==> src/pttt_pkg.sv <==
package pttt_pkg;

    localparam int SLOTS      = 16;
    localparam int SLOT_W     = 4;
    localparam int TICK_W     = 32;
    localparam int RUNS_W     = 16;
    localparam int REQ_W      = 4;
    localparam int ST_W       = 2;
    localparam int IN_TDATA_W = 128;
    localparam int OUT_TDATA_W = 48;

    localparam logic [RUNS_W-1:0] RUNS_FOREVER = '1;
    localparam logic [RUNS_W-1:0] RUNS_MAX     = 16'h7FFF;

    localparam logic [REQ_W-1:0] REQ_SERVICE   = 4'd0;
    localparam logic [REQ_W-1:0] REQ_CREATE    = 4'd1;
    localparam logic [REQ_W-1:0] REQ_ALTER     = 4'd2;
    localparam logic [REQ_W-1:0] REQ_PERIOD    = 4'd3;
    localparam logic [REQ_W-1:0] REQ_RUNS      = 4'd4;
    localparam logic [REQ_W-1:0] REQ_AUTOCLEAR = 4'd5;
    localparam logic [REQ_W-1:0] REQ_ENABLE    = 4'd6;
    localparam logic [REQ_W-1:0] REQ_DISABLE   = 4'd7;
    localparam logic [REQ_W-1:0] REQ_DELAY     = 4'd8;
    localparam logic [REQ_W-1:0] REQ_FIRE      = 4'd9;
    localparam logic [REQ_W-1:0] REQ_REMOVE    = 4'd10;
    localparam logic [REQ_W-1:0] REQ_QUERY     = 4'd11;
    localparam logic [REQ_W-1:0] REQ_RESTART   = 4'd12;

    localparam logic [ST_W-1:0] ST_OK   = 2'd0;
    localparam logic [ST_W-1:0] ST_BAD  = 2'd1;
    localparam logic [ST_W-1:0] ST_FULL = 2'd2;

    typedef enum logic [2:0] {
        S_IDLE,
        S_CMD,
        S_COUNT,
        S_REPORT,
        S_EMIT,
        S_WAIT
    } t_state;

    typedef struct packed {
        logic load;
        logic do_cmd;
        logic count;
        logic report;
        logic clr_idx;
        logic step_idx;
        logic emit_none;
    } t_cmd;

    typedef struct packed {
        logic is_service;
        logic zero_ticks;
        logic idx_last;
        logic hit;
        logic any_fired;
    } t_stat;

    typedef struct packed {
        logic [SLOT_W-1:0] slot;
        logic [ST_W-1:0]   status;
        logic              fired;
        logic              en;
        logic              again;
        logic [31:0]       lagged;
        logic              last;
    } t_res;

    function automatic logic has_runs(input logic [RUNS_W-1:0] r);
        return (r == RUNS_FOREVER) || (r != '0 && r <= RUNS_MAX);
    endfunction

endpackage

==> src/periodic_task_timer_table.sv <==
// Channel | Direction | tdata (low bit up)                              | tuser | tlast
// s_axis  | in        | req_type, slot, period, run_count, auto_clear,  | -     | -
//         |           | elapsed_ticks, delay_ticks                      |       |
// m_axis  | out       | out_slot, status, fired, enabled_now,           | -     | last
//         |           | runs_again, lagged_total                        |       |
// A non-service request is loaded on acceptance; its result is registered in S_CMD once the
// result port is free. A service request with nonzero ticks walks all slots twice, one slot a
// cycle while no firing waits on a stalled result port; zero ticks go straight to S_EMIT.
// Reset clears the valid, enable and pending flags and the lag counter.
// A stalled result holds the walk; no new request is taken until the last result is stored.
module periodic_task_timer_table (
    input  logic                                i_clk,
    input  logic                                i_rst_n,
    input  logic                                s_axis_tvalid,
    output logic                                s_axis_tready,
    // req_type, slot, period, run_count, auto_clear, elapsed_ticks, delay_ticks
    input  logic [pttt_pkg::IN_TDATA_W-1:0]     s_axis_tdata,
    output logic                                m_axis_tvalid,
    input  logic                                m_axis_tready,
    // out_slot, status, fired, enabled_now, runs_again, lagged_total
    output logic [pttt_pkg::OUT_TDATA_W-1:0]    m_axis_tdata,
    output logic                                m_axis_tlast
);

    pttt_pkg::t_cmd  cmd;
    pttt_pkg::t_stat stat;
    pttt_pkg::t_res  res;
    logic            out_free;
    logic            busy;
    logic            in_fire;

    assign in_fire = s_axis_tvalid && s_axis_tready;

    pttt_ctrl u_ctrl (
        .i_clk      (i_clk),
        .i_rst_n    (i_rst_n),
        .i_in_fire  (in_fire),
        .i_out_free (out_free),
        .i_stat     (stat),
        .o_cmd      (cmd),
        .o_in_ready (s_axis_tready),
        .o_busy     (busy)
    );

    pttt_dp u_dp (
        .i_clk        (i_clk),
        .i_rst_n      (i_rst_n),
        .i_cmd        (cmd),
        .i_req_type   (s_axis_tdata[3:0]),
        .i_slot       (s_axis_tdata[7:4]),
        .i_period     (s_axis_tdata[39:8]),
        .i_run_count  (s_axis_tdata[55:40]),
        .i_auto_clear (s_axis_tdata[56]),
        .i_elapsed    (s_axis_tdata[88:57]),
        .i_delay      (s_axis_tdata[120:89]),
        .i_out_ready  (m_axis_tready),
        .o_stat       (stat),
        .o_out_free   (out_free),
        .o_out_valid  (m_axis_tvalid),
        .o_res        (res)
    );

    assign m_axis_tdata = {7'd0, res.lagged, res.again, res.en, res.fired,
                           res.status, res.slot};
    assign m_axis_tlast = res.last;

    a_ready_idle: assert property (@(posedge i_clk) disable iff (!i_rst_n)
        s_axis_tready |-> !busy)
        else $error("ready while busy");
    a_no_cmd_overlap: assert property (@(posedge i_clk) disable iff (!i_rst_n)
        !(cmd.count && cmd.report))
        else $error("count and report together");
    a_out_hold: assert property (@(posedge i_clk) disable iff (!i_rst_n)
        (m_axis_tvalid && !m_axis_tready) |=> m_axis_tvalid)
        else $error("result dropped");

endmodule

==> src/pttt_ctrl.sv <==
module pttt_ctrl (
    input  logic            i_clk,
    input  logic            i_rst_n,
    input  logic            i_in_fire,
    input  logic            i_out_free,
    input  pttt_pkg::t_stat i_stat,
    output pttt_pkg::t_cmd  o_cmd,
    output logic            o_in_ready,
    output logic            o_busy
);

    pttt_pkg::t_state r_state, n_state;

    always_ff @(posedge i_clk) begin
        if (!i_rst_n) begin
            r_state <= pttt_pkg::S_IDLE;
        end else begin
            r_state <= n_state;
        end
    end

    always_comb begin
        n_state = r_state;
        unique case (r_state)
            pttt_pkg::S_IDLE: begin
                if (i_in_fire) begin
                    n_state = pttt_pkg::S_CMD;
                end
            end
            pttt_pkg::S_CMD: begin
                if (!i_stat.is_service) begin
                    if (i_out_free) begin
                        n_state = pttt_pkg::S_IDLE;
                    end
                end else if (i_stat.zero_ticks) begin
                    n_state = pttt_pkg::S_EMIT;
                end else begin
                    n_state = pttt_pkg::S_COUNT;
                end
            end
            pttt_pkg::S_COUNT: begin
                if (i_stat.idx_last) begin
                    n_state = pttt_pkg::S_REPORT;
                end
            end
            pttt_pkg::S_REPORT: begin
                if (!i_stat.hit || i_out_free) begin
                    if (i_stat.idx_last) begin
                        n_state = i_stat.any_fired || (i_stat.hit) ?
                                  pttt_pkg::S_WAIT : pttt_pkg::S_EMIT;
                    end
                end
            end
            pttt_pkg::S_EMIT: begin
                if (i_out_free) begin
                    n_state = pttt_pkg::S_IDLE;
                end
            end
            pttt_pkg::S_WAIT: begin
                n_state = pttt_pkg::S_IDLE;
            end
            default: n_state = pttt_pkg::S_IDLE;
        endcase
    end

    always_comb begin
        o_cmd      = '0;
        o_in_ready = 1'b0;
        o_busy     = 1'b1;
        unique case (r_state)
            pttt_pkg::S_IDLE: begin
                o_in_ready   = 1'b1;
                o_busy       = 1'b0;
                o_cmd.load   = i_in_fire;
                o_cmd.clr_idx = 1'b1;
            end
            pttt_pkg::S_CMD: begin
                o_cmd.do_cmd = !i_stat.is_service && i_out_free;
            end
            pttt_pkg::S_COUNT: begin
                o_cmd.count    = 1'b1;
                o_cmd.step_idx = 1'b1;
            end
            pttt_pkg::S_REPORT: begin
                o_cmd.report   = !i_stat.hit || i_out_free;
                o_cmd.step_idx = !i_stat.hit || i_out_free;
            end
            pttt_pkg::S_EMIT: begin
                o_cmd.emit_none = i_out_free;
            end
            pttt_pkg::S_WAIT: begin
            end
            default: begin
            end
        endcase
    end

endmodule

==> src/pttt_dp.sv <==
module pttt_dp (
    input  logic                          i_clk,
    input  logic                          i_rst_n,
    input  pttt_pkg::t_cmd                i_cmd,
    input  logic [pttt_pkg::REQ_W-1:0]    i_req_type,
    input  logic [pttt_pkg::SLOT_W-1:0]   i_slot,
    input  logic [pttt_pkg::TICK_W-1:0]   i_period,
    input  logic [pttt_pkg::RUNS_W-1:0]   i_run_count,
    input  logic                          i_auto_clear,
    input  logic [pttt_pkg::TICK_W-1:0]   i_elapsed,
    input  logic [pttt_pkg::TICK_W-1:0]   i_delay,
    input  logic                          i_out_ready,
    output pttt_pkg::t_stat               o_stat,
    output logic                          o_out_free,
    output logic                          o_out_valid,
    output pttt_pkg::t_res                o_res
);

    localparam int S = pttt_pkg::SLOTS;
    localparam int SW = pttt_pkg::SLOT_W;
    localparam int TW = pttt_pkg::TICK_W;
    localparam int RW = pttt_pkg::RUNS_W;

    logic [S-1:0]  r_valid, r_en, r_pend;
    logic [S-1:0]  r_ac;
    logic [TW-1:0] r_per  [S];
    logic [TW-1:0] r_wait [S];
    logic [RW-1:0] r_runs [S];
    logic [31:0]   r_lag;

    logic [pttt_pkg::REQ_W-1:0] r_req;
    logic [SW-1:0] r_slot;
    logic [TW-1:0] r_period, r_elapsed, r_delay;
    logic [RW-1:0] r_rc;
    logic          r_acin;
    logic [SW-1:0] r_idx;
    logic          r_anyf;
    logic          r_ov;
    pttt_pkg::t_res r_res;

    logic          take;
    logic          hit;
    logic [SW-1:0] free_idx;
    logic          full;
    logic [TW-1:0] late;

    assign take       = o_out_valid && i_out_ready;
    assign o_out_free = !r_ov || i_out_ready;
    assign o_out_valid = r_ov;
    assign o_res      = r_res;
    assign hit        = r_valid[r_idx] && r_pend[r_idx];
    assign late       = r_elapsed - r_wait[r_idx];

    assign o_stat.is_service = (r_req == pttt_pkg::REQ_SERVICE);
    assign o_stat.zero_ticks = (r_elapsed == '0);
    assign o_stat.idx_last   = (r_idx == SW'(S - 1));
    assign o_stat.hit        = hit;
    assign o_stat.any_fired  = r_anyf;

    always_comb begin
        free_idx = '0;
        full     = 1'b1;
        for (int k = S - 1; k >= 0; k--) begin
            if (!r_valid[k]) begin
                free_idx = SW'(k);
                full     = 1'b0;
            end
        end
    end

    always_ff @(posedge i_clk) begin
        if (i_cmd.load) begin
            r_req     <= i_req_type;
            r_slot    <= i_slot;
            r_period  <= i_period;
            r_rc      <= i_run_count;
            r_acin    <= i_auto_clear;
            r_elapsed <= i_elapsed;
            r_delay   <= i_delay;
        end
    end

    always_ff @(posedge i_clk) begin
        logic [RW-1:0] nr;
        logic          nv, ne;
        logic          bad;
        logic          ok;
        nr = r_runs[r_idx];
        nv = r_valid[r_idx];
        ne = r_en[r_idx];
        bad = 1'b0;
        ok = 1'b0;
        if (!i_rst_n) begin
            r_valid <= '0;
            r_en    <= '0;
            r_pend  <= '0;
            r_lag   <= '0;
            r_ov    <= 1'b0;
            r_idx   <= '0;
            r_anyf  <= 1'b0;
        end else begin
            if (take) begin
                r_ov <= 1'b0;
            end
            if (i_cmd.clr_idx) begin
                r_idx  <= '0;
                r_anyf <= 1'b0;
            end else if (i_cmd.step_idx) begin
                r_idx <= r_idx + 1'b1;
            end
            if (i_cmd.count && r_valid[r_idx] && r_en[r_idx]) begin
                if (r_wait[r_idx] > r_elapsed) begin
                    r_wait[r_idx] <= r_wait[r_idx] - r_elapsed;
                end else begin
                    r_pend[r_idx] <= 1'b1;
                    if (late <= r_per[r_idx]) begin
                        r_wait[r_idx] <= r_per[r_idx] - late;
                    end else begin
                        r_wait[r_idx] <= r_per[r_idx];
                        r_lag         <= r_lag + 1'b1;
                    end
                end
            end
            if (i_cmd.report && hit) begin
                r_pend[r_idx] <= 1'b0;
                if (r_runs[r_idx] == pttt_pkg::RUNS_FOREVER) begin
                end else if (r_runs[r_idx] == '0) begin
                    ne = 1'b0;
                    r_en[r_idx] <= 1'b0;
                    if (r_ac[r_idx]) begin
                        nv = 1'b0;
                        r_valid[r_idx] <= 1'b0;
                    end else begin
                        r_wait[r_idx] <= r_per[r_idx];
                    end
                end else begin
                    nr = r_runs[r_idx] - 1'b1;
                    r_runs[r_idx] <= nr;
                end
                r_anyf       <= 1'b1;
                r_ov         <= 1'b1;
                r_res.slot   <= r_idx;
                r_res.status <= pttt_pkg::ST_OK;
                r_res.fired  <= 1'b1;
                r_res.en     <= nv && ne;
                r_res.again  <= nv && ne && pttt_pkg::has_runs(nr);
                r_res.lagged <= r_lag;
                r_res.last   <= (r_idx == SW'(S - 1)) || ((r_pend & r_valid) >>
                                (r_idx + 1'b1)) == '0;
            end
            if (i_cmd.emit_none) begin
                r_ov   <= 1'b1;
                r_res  <= '0;
                r_res.lagged <= r_lag;
                r_res.last   <= 1'b1;
            end
            if (i_cmd.do_cmd) begin
                r_res.slot   <= r_slot;
                r_res.status <= pttt_pkg::ST_OK;
                r_res.fired  <= 1'b0;
                r_res.lagged <= r_lag;
                r_res.last   <= 1'b1;
                r_res.en     <= 1'b0;
                r_res.again  <= 1'b0;
                r_ov         <= 1'b1;
                if (r_req == pttt_pkg::REQ_CREATE) begin
                    r_res.slot <= '0;
                    if (r_period <= TW'(1)) begin
                        r_res.status <= pttt_pkg::ST_BAD;
                    end else if (full) begin
                        r_res.status <= pttt_pkg::ST_FULL;
                    end else begin
                        r_valid[free_idx] <= 1'b1;
                        r_en[free_idx]    <= 1'b1;
                        r_pend[free_idx]  <= 1'b0;
                        r_ac[free_idx]    <= r_acin;
                        r_per[free_idx]   <= r_period;
                        r_wait[free_idx]  <= r_period;
                        r_runs[free_idx]  <= r_rc;
                        r_res.slot  <= free_idx;
                        r_res.en    <= 1'b1;
                        r_res.again <= pttt_pkg::has_runs(r_rc);
                    end
                end else begin
                    bad = (r_req > pttt_pkg::REQ_RESTART) || !r_valid[r_slot] ||
                          ((r_req == pttt_pkg::REQ_ALTER || r_req == pttt_pkg::REQ_PERIOD)
                           && r_period <= TW'(1));
                    ok = (r_req <= pttt_pkg::REQ_RESTART) && r_valid[r_slot];
                    nr = r_runs[r_slot];
                    ne = r_en[r_slot];
                    if (bad) begin
                        r_res.status <= pttt_pkg::ST_BAD;
                    end else begin
                        unique case (r_req)
                            pttt_pkg::REQ_ALTER: begin
                                r_pend[r_slot] <= 1'b0;
                                r_runs[r_slot] <= r_rc;
                                r_per[r_slot]  <= r_period;
                                r_wait[r_slot] <= r_period;
                                r_ac[r_slot]   <= r_acin;
                                nr = r_rc;
                            end
                            pttt_pkg::REQ_PERIOD: begin
                                r_pend[r_slot] <= 1'b0;
                                r_per[r_slot]  <= r_period;
                                r_wait[r_slot] <= r_period;
                            end
                            pttt_pkg::REQ_RUNS: begin
                                r_pend[r_slot] <= 1'b0;
                                r_runs[r_slot] <= r_rc;
                                nr = r_rc;
                            end
                            pttt_pkg::REQ_AUTOCLEAR: r_ac[r_slot] <= r_acin;
                            pttt_pkg::REQ_ENABLE: begin
                                r_en[r_slot] <= 1'b1;
                                ne = 1'b1;
                            end
                            pttt_pkg::REQ_DISABLE: begin
                                r_en[r_slot]   <= 1'b0;
                                r_pend[r_slot] <= 1'b0;
                                r_wait[r_slot] <= r_per[r_slot];
                                ne = 1'b0;
                            end
                            pttt_pkg::REQ_DELAY: begin
                                r_wait[r_slot] <= r_delay;
                                r_en[r_slot]   <= 1'b1;
                                ne = 1'b1;
                            end
                            pttt_pkg::REQ_FIRE: begin
                                r_pend[r_slot] <= 1'b1;
                                r_wait[r_slot] <= r_per[r_slot];
                            end
                            pttt_pkg::REQ_REMOVE: begin
                                r_valid[r_slot] <= 1'b0;
                                r_en[r_slot]    <= 1'b0;
                                r_pend[r_slot]  <= 1'b0;
                                ok = 1'b0;
                            end
                            pttt_pkg::REQ_RESTART: begin
                                r_wait[r_slot] <= r_per[r_slot];
                                r_en[r_slot]   <= 1'b1;
                                ne = 1'b1;
                            end
                            default: begin
                            end
                        endcase
                    end
                    r_res.en    <= ok && ne;
                    r_res.again <= ok && ne && pttt_pkg::has_runs(nr);
                end
            end
        end
    end

endmodule

==> config.mk <==
export PLATFORM = sky130hd
export DESIGN_NAME = periodic_task_timer_table
export DESIGN_NICKNAME = d
export VERILOG_FILES = /design/src/pttt_pkg.sv /design/src/periodic_task_timer_table.sv /design/src/pttt_ctrl.sv /design/src/pttt_dp.sv
export SDC_FILE = /design/constraint.sdc
export NUM_CORES = 2
export LEC_CHECK = 0
export BUFFER_PORTS_ARGS = -buffer_cell sky130_fd_sc_hd__buf_2
export CELL_PAD_IN_SITES_DETAIL_PLACEMENT = 1
export CELL_PAD_IN_SITES_GLOBAL_PLACEMENT = 2
export CORE_MARGIN = 1
export CORE_UTILIZATION = 35
export CTS_CLUSTER_DIAMETER = 30
export DETAILED_ROUTE_END_ITERATION = 6
export PLACE_DENSITY = 0.72
export SYNTH_ARGS = -nofsm -noshare
export SYNTH_HDL_FRONTEND = slang
export SYNTH_HIERARCHICAL = 1
export SYNTH_SLANG_ARGS = --single-unit
export TNS_END_PERCENT = 1
==> constraint.sdc <==
create_clock -name i_clk -period 26.3 [get_ports i_clk]
set_input_delay 2.63 -clock i_clk [delete_from_list [all_inputs] [get_ports i_clk]]
set_output_delay 2.63 -clock i_clk [all_outputs]
set_load 0.05 [all_outputs]
# After elaboration in Yosys (flattened, before gate mapping)
# Memories as Yosys holds them, arrays and structs flattened. A register that Yosys moved wholly into a read port is not among the register bits.
# Index checks and enable logic that the tools add are counted.
[totals] ram_bits=1280 out_inout_bits=51 reg_bits=268 word_cells=422 in_bits=132 n_memories=3
[classes] magnitude_cmp=14 n_reduce_logical=61 shift=1 n_eq_ne=27 n_addsub=6 n_bitwise=29 muxes=258
[memory_table] memory="u_dp.r_per" words=16 width=32 read_ports=2 rd_ports_with_merged_regs=2 wr=1 line_no="pttt_dp.sv:26" source="logic [TW-1:0] r_per [S];"
[memory_table] memory="u_dp.r_wait" words=16 width=32 read_ports=1 rd_ports_with_merged_regs=1 wr=1 line_no="pttt_dp.sv:27" source="logic [TW-1:0] r_wait [S];"
[memory_table] memory="u_dp.r_runs" words=16 width=16 read_ports=2 rd_ports_with_merged_regs=2 wr=1 line_no="pttt_dp.sv:28" source="logic [RW-1:0] r_runs [S];"
[ops] cell="16-bit 2-to-1 mux" n=47
[ops] cell="32-bit 2-to-1 mux" n=12
[ops] cell="1-bit 2-to-1 mux" n=135
[ops] cell="16-bit bitwise AND" n=8
[ops] cell="4-bit 2-to-1 mux" n=32
[ops] cell="42-bit 2-to-1 mux" n=3
[ops] cell="32-bit OR reduction" n=3
[ops] cell="32-bit subtractor" n=3
[ops] cell="16-bit OR" n=5
[ops] cell="16-bit equality test (second input constant)" n=4
[ops] cell="16-bit case mux with 2 select lines" n=2
[ops] cell="16-bit by 15-bit less-or-equal comparator with 1-bit output (second input constant)" n=3
[ops] cell="16-bit NOT" n=3
[ops] cell="16-bit nonzero test" n=3
[ops] cell="32-bit by 1-bit adder with 32-bit output (second input constant)" n=1
[ops] cell="16-bit bitwise mux" n=2
[ops] cell="32-bit > comparator" n=1
[ops] cell="32-bit by 1-bit less-or-equal comparator with 1-bit output (second input constant)" n=1
[ops] cell="32-bit less-or-equal comparator" n=1
[ops] cell="16-bit zero test" n=2
[ops] cell="32-bit zero test" n=1
[ops] cell="16-bit OR reduction" n=2
[ops] cell="1-bit binary-select mux with 4-bit select" n=6
[ops] cell="3-bit 2-to-1 mux" n=7
[ops] cell="37 further kinds" n=109

# Depth between registers and ports, before layout
[logic_depth] ltp_word=26 mapped_depth=41 ltp_nobuf=26

# Cells and area by module
# Netlist, hierarchy kept.
[by_module_without_submodules] mod="pttt_dp" seq_area_each_um2=45693.8 cells_each=6415 area_each_um2=84059.4 instances=1
[by_module_without_submodules] mod="pttt_ctrl" seq_area_each_um2=60.1 cells_each=45 area_each_um2=359.1 instances=1
[by_module_without_submodules] mod="periodic_task_timer_table" seq_area_each_um2=0.0 cells_each=9 area_each_um2=62.6 instances=1

# Least setup slack after synthesis
# Ideal clock, no wire load.
[synth_path] path_kind="register -> register" from="register with a tool-made name" to="memory u_dp/r_wait[1][20] (netlist name) (data pin)" setup_slack_ns=17.021 stages_incl_launch_ff=37 arrival_ns=9.011 required_ns=26.033 setup_ns=0.267 synth_period_minus_slack_ns=9.279 n_path_buf=14 cell_sequence="dfxtp_1 > buf_2 > buf_6 > buf_6 > buf_6 > buf_4 > buf_6 > buf_2 > buf_2 > clkbuf_1 > buf_1 > mux4_2 > mux4_2 > ha_1 > clkbuf_1 > and3_1 > a21boi_0 > o31a_1 > o21a_1 > o21ai_0 > a21oi_1 > a21o_1 > xnor2_1 > ha_1 > a21o_1 > a21o_1 > a221o_1 > a21o_1 > o21ba_2 > o311ai_1 > and3_1 > clkbuf_1 > nor2_1 > clkbuf_1 > a211oi_1 > buf_2 > o31ai_1"
[synth_rtl] item="end: declaration" line_no="pttt_dp.sv:27"

==> impl_results.md <==
- CP max-delay cell: buf_4
- Hold-fix buffers, CTS: 0
- IR drop worst, VDD: 0.0774 mV
- Clk pwr share: between 50% and 60%
- YS warnings: 6
- Total wire length: between 300 and 400 mm
- Net count, final: just under 7k
- Initial Util: a little over a third
- Core area: 239000 sq um
- Endpoints failing setup: 0
- First-pass GRT wire length: 454 mm
- All-Layer GR Usage: between 20 and 30%
- PwrDens: about 81 nW/um^2
- Max-cap viol count: 0
- Layout cell share with drive strength beyond 1: a little over a quarter
- H-Tree Depth: 5
- Die Y: between 400 and 500 um
- Comb power frac: between 7 and 8%
- Critical path class: reg2reg
- Fin crit share: a little under half
- Drt first pass iters: 5
- Sw Share: between 20% and 30%
- Fin Clk Skew: about 0.14 ns
- Root buffer cell: clkbuf_16
- RSZ-0062 raised after global routing: false
- Routed vias/inst: between 6 and 7
- Reg2reg setup slack: approximately 14 ns
- Largest net degree at the start of global routing: 144
- Worst Tran Pin Value: about 1.4 ns
- Arrival @ worst endpoint: 12.61 ns
- CP Launch Type: flip-flop
- Slowest stage delay, CP: around 0.88 ns
- Mapped Cells: approximately 6.5k
- Initial antenna violation count: 7
- Worst-Skew Late Latency: 1.00 ns
- Max clock buf depth: 4
- ANT nets after route: 0
- CP Max Fanout: 94
- Outcome: completed
- Final core utilization: between 40% and 50%
- Final RePlAce weighted congestion: 0.901
- DRC: 0
- CP required: roughly 27 ns
- Endpoints failing hold: 0
- Postcts setup bufs: 0
- Die width: between 400 and 500 um
- Syn_area_per_cell: 13.1 sq um
- Die area: 243000 sq um
- Most common cell on crit path: buf_4
- Grt total ovfl: 0
- Std-Cell Rows: 179
- Min Tclk post-route: between 10 and 15 ns
- P_int: 6.27 mW
- Vias in the first global route: 64.5k
- Fin. max-slew vios: 0
- Area grow syn2layout: 20.4%
- Max Fclk: 0.0840 GHz
- Sequential Power Share: 34.7%
- Worst-path clk slew: 0.04 ns
- Most frequent cells in the layout: edfxtp_1 (1459), nand2_1 (844), mux4_2 (657)
- Leak: approximately 32 nW
- CTS buffer count: about 400
- Most common cell after layout, fill and taps aside: edfxtp_1
- HP Class: reg2reg
- Post-DP HPWL: between 150 and 200 mm
- Worst Setup End Kind: flip-flop
- Relative slew slack: 9.45%
- I/O Buffers: roughly 170
- Ports: ~180
- # resized after CTS: 0
- CTS tree: done
- Clock Sinks: 1556
- Post-synthesis instance area: 84500 sq um
- Total negative slack: 0 ns
- DR vias: ~62k
- Sw power: 1.94 mW
- Starting DRT DRC Count: 7073
- WL/cell: roughly 31 um
-- power groups by stage --
stage / registers [mW] / logic (mW) / clock network, mW
after floorplan: 2.84 / 0.471 / 0
after global placement: 2.89 / 0.631 / 0
after detailed placement: 2.89 / 0.643 / 0
after CTS: 2.85 / 0.648 / 4.76
after global routing: 2.85 / 0.699 / 4.87
final: 2.85 / 0.651 / 4.70
-- worst max-delay path, delay by kind of cell, from the launching register on --
family | cells | cell delay, ns
DFF | 1 | 0.68
and+or+nand+nor | 8 | 1.81
muxes | 2 | 1.20
buffers and inverters | 6 | 3.94
AOI/OAI and AO/OA | 10 | 2.64
xor gates and xnor gates | 1 | 0.37
adders and majority gates | 2 | 0.82
-- flip-flops by register name, indices dropped and copies added, names as in the netlist, 32 cells and up, named ones only --
name / count
u_dp/r_per: 512
u_dp/r_wait: 512
u_dp/r_runs: 256
u_dp/o_res: 42
u_dp/r_delay: 32
u_dp/r_elapsed: 32
u_dp/r_lag: 32
u_dp/r_period: 32
-- metal layers --
layer  routed length (um)  up-vias  part of all wire, %  track usage (%)
met2               147000     3103                   47             40.5
met3                25900      664                  8.2             4.60
met5                    7        -               0.0022                0
met4                12000        2                  3.8             9.83
met1               130000    32600                   41             34.8
li1                     -    26100                    -                -
-- path summary, 6_finish.rpt --
| check | cells after the start | start | end |
|---|---|---|---|
| setup / recovery | 29 | flip-flop | u_dp/r_wait[4][9] |
| hold / removal | 0 | u_dp/r_lag[31] | u_dp/o_res[32] |
| setup reg to reg | 29 | flip-flop | u_dp/r_wait[4][9] |
| hold reg to reg | 0 | u_dp/r_lag[31] | u_dp/o_res[32] |
-- cell type report --
cell class / count / area, sq um
Sequential cell: 1556 / 45800
Timing Repair Buffer: 354 / 2260
Tap cell: 3167 / 3960
Clock inverter: 255 / 2610
Multi-Input combinational cell: 4169 / 36300
Antenna cell: 4 / 10.0
Clock buffer: 449 / 10300
Inverter: 125 / 469
Fill cell: 24200 / 137000
-- through the flow --
| step | std cells | area (sq um) | setup slack [ns] | power, mW | hold WS (ns) |
|---|---|---|---|---|---|
| 2_1_floorplan | 6474 | 84500 | 17.02 | 3.31 | 0.416 |
| 3_3_place_gp | 9371 | 88800 | 14.49 | 3.52 | 0.429 |
| 3_5_place_dp | 9371 | 88800 | 14.37 | 3.54 | 0.442 |
| 4_1_cts | 10100 | 102000 | 14.30 | 8.26 | 0.451 |
| 5_1_grt | 10100 | 102000 | 13.66 | 8.43 | 0.457 |
| 6_report | 10100 | 102000 | 14.40 | 8.20 | 0.453 |
Power figures use the tool's default switching activity.
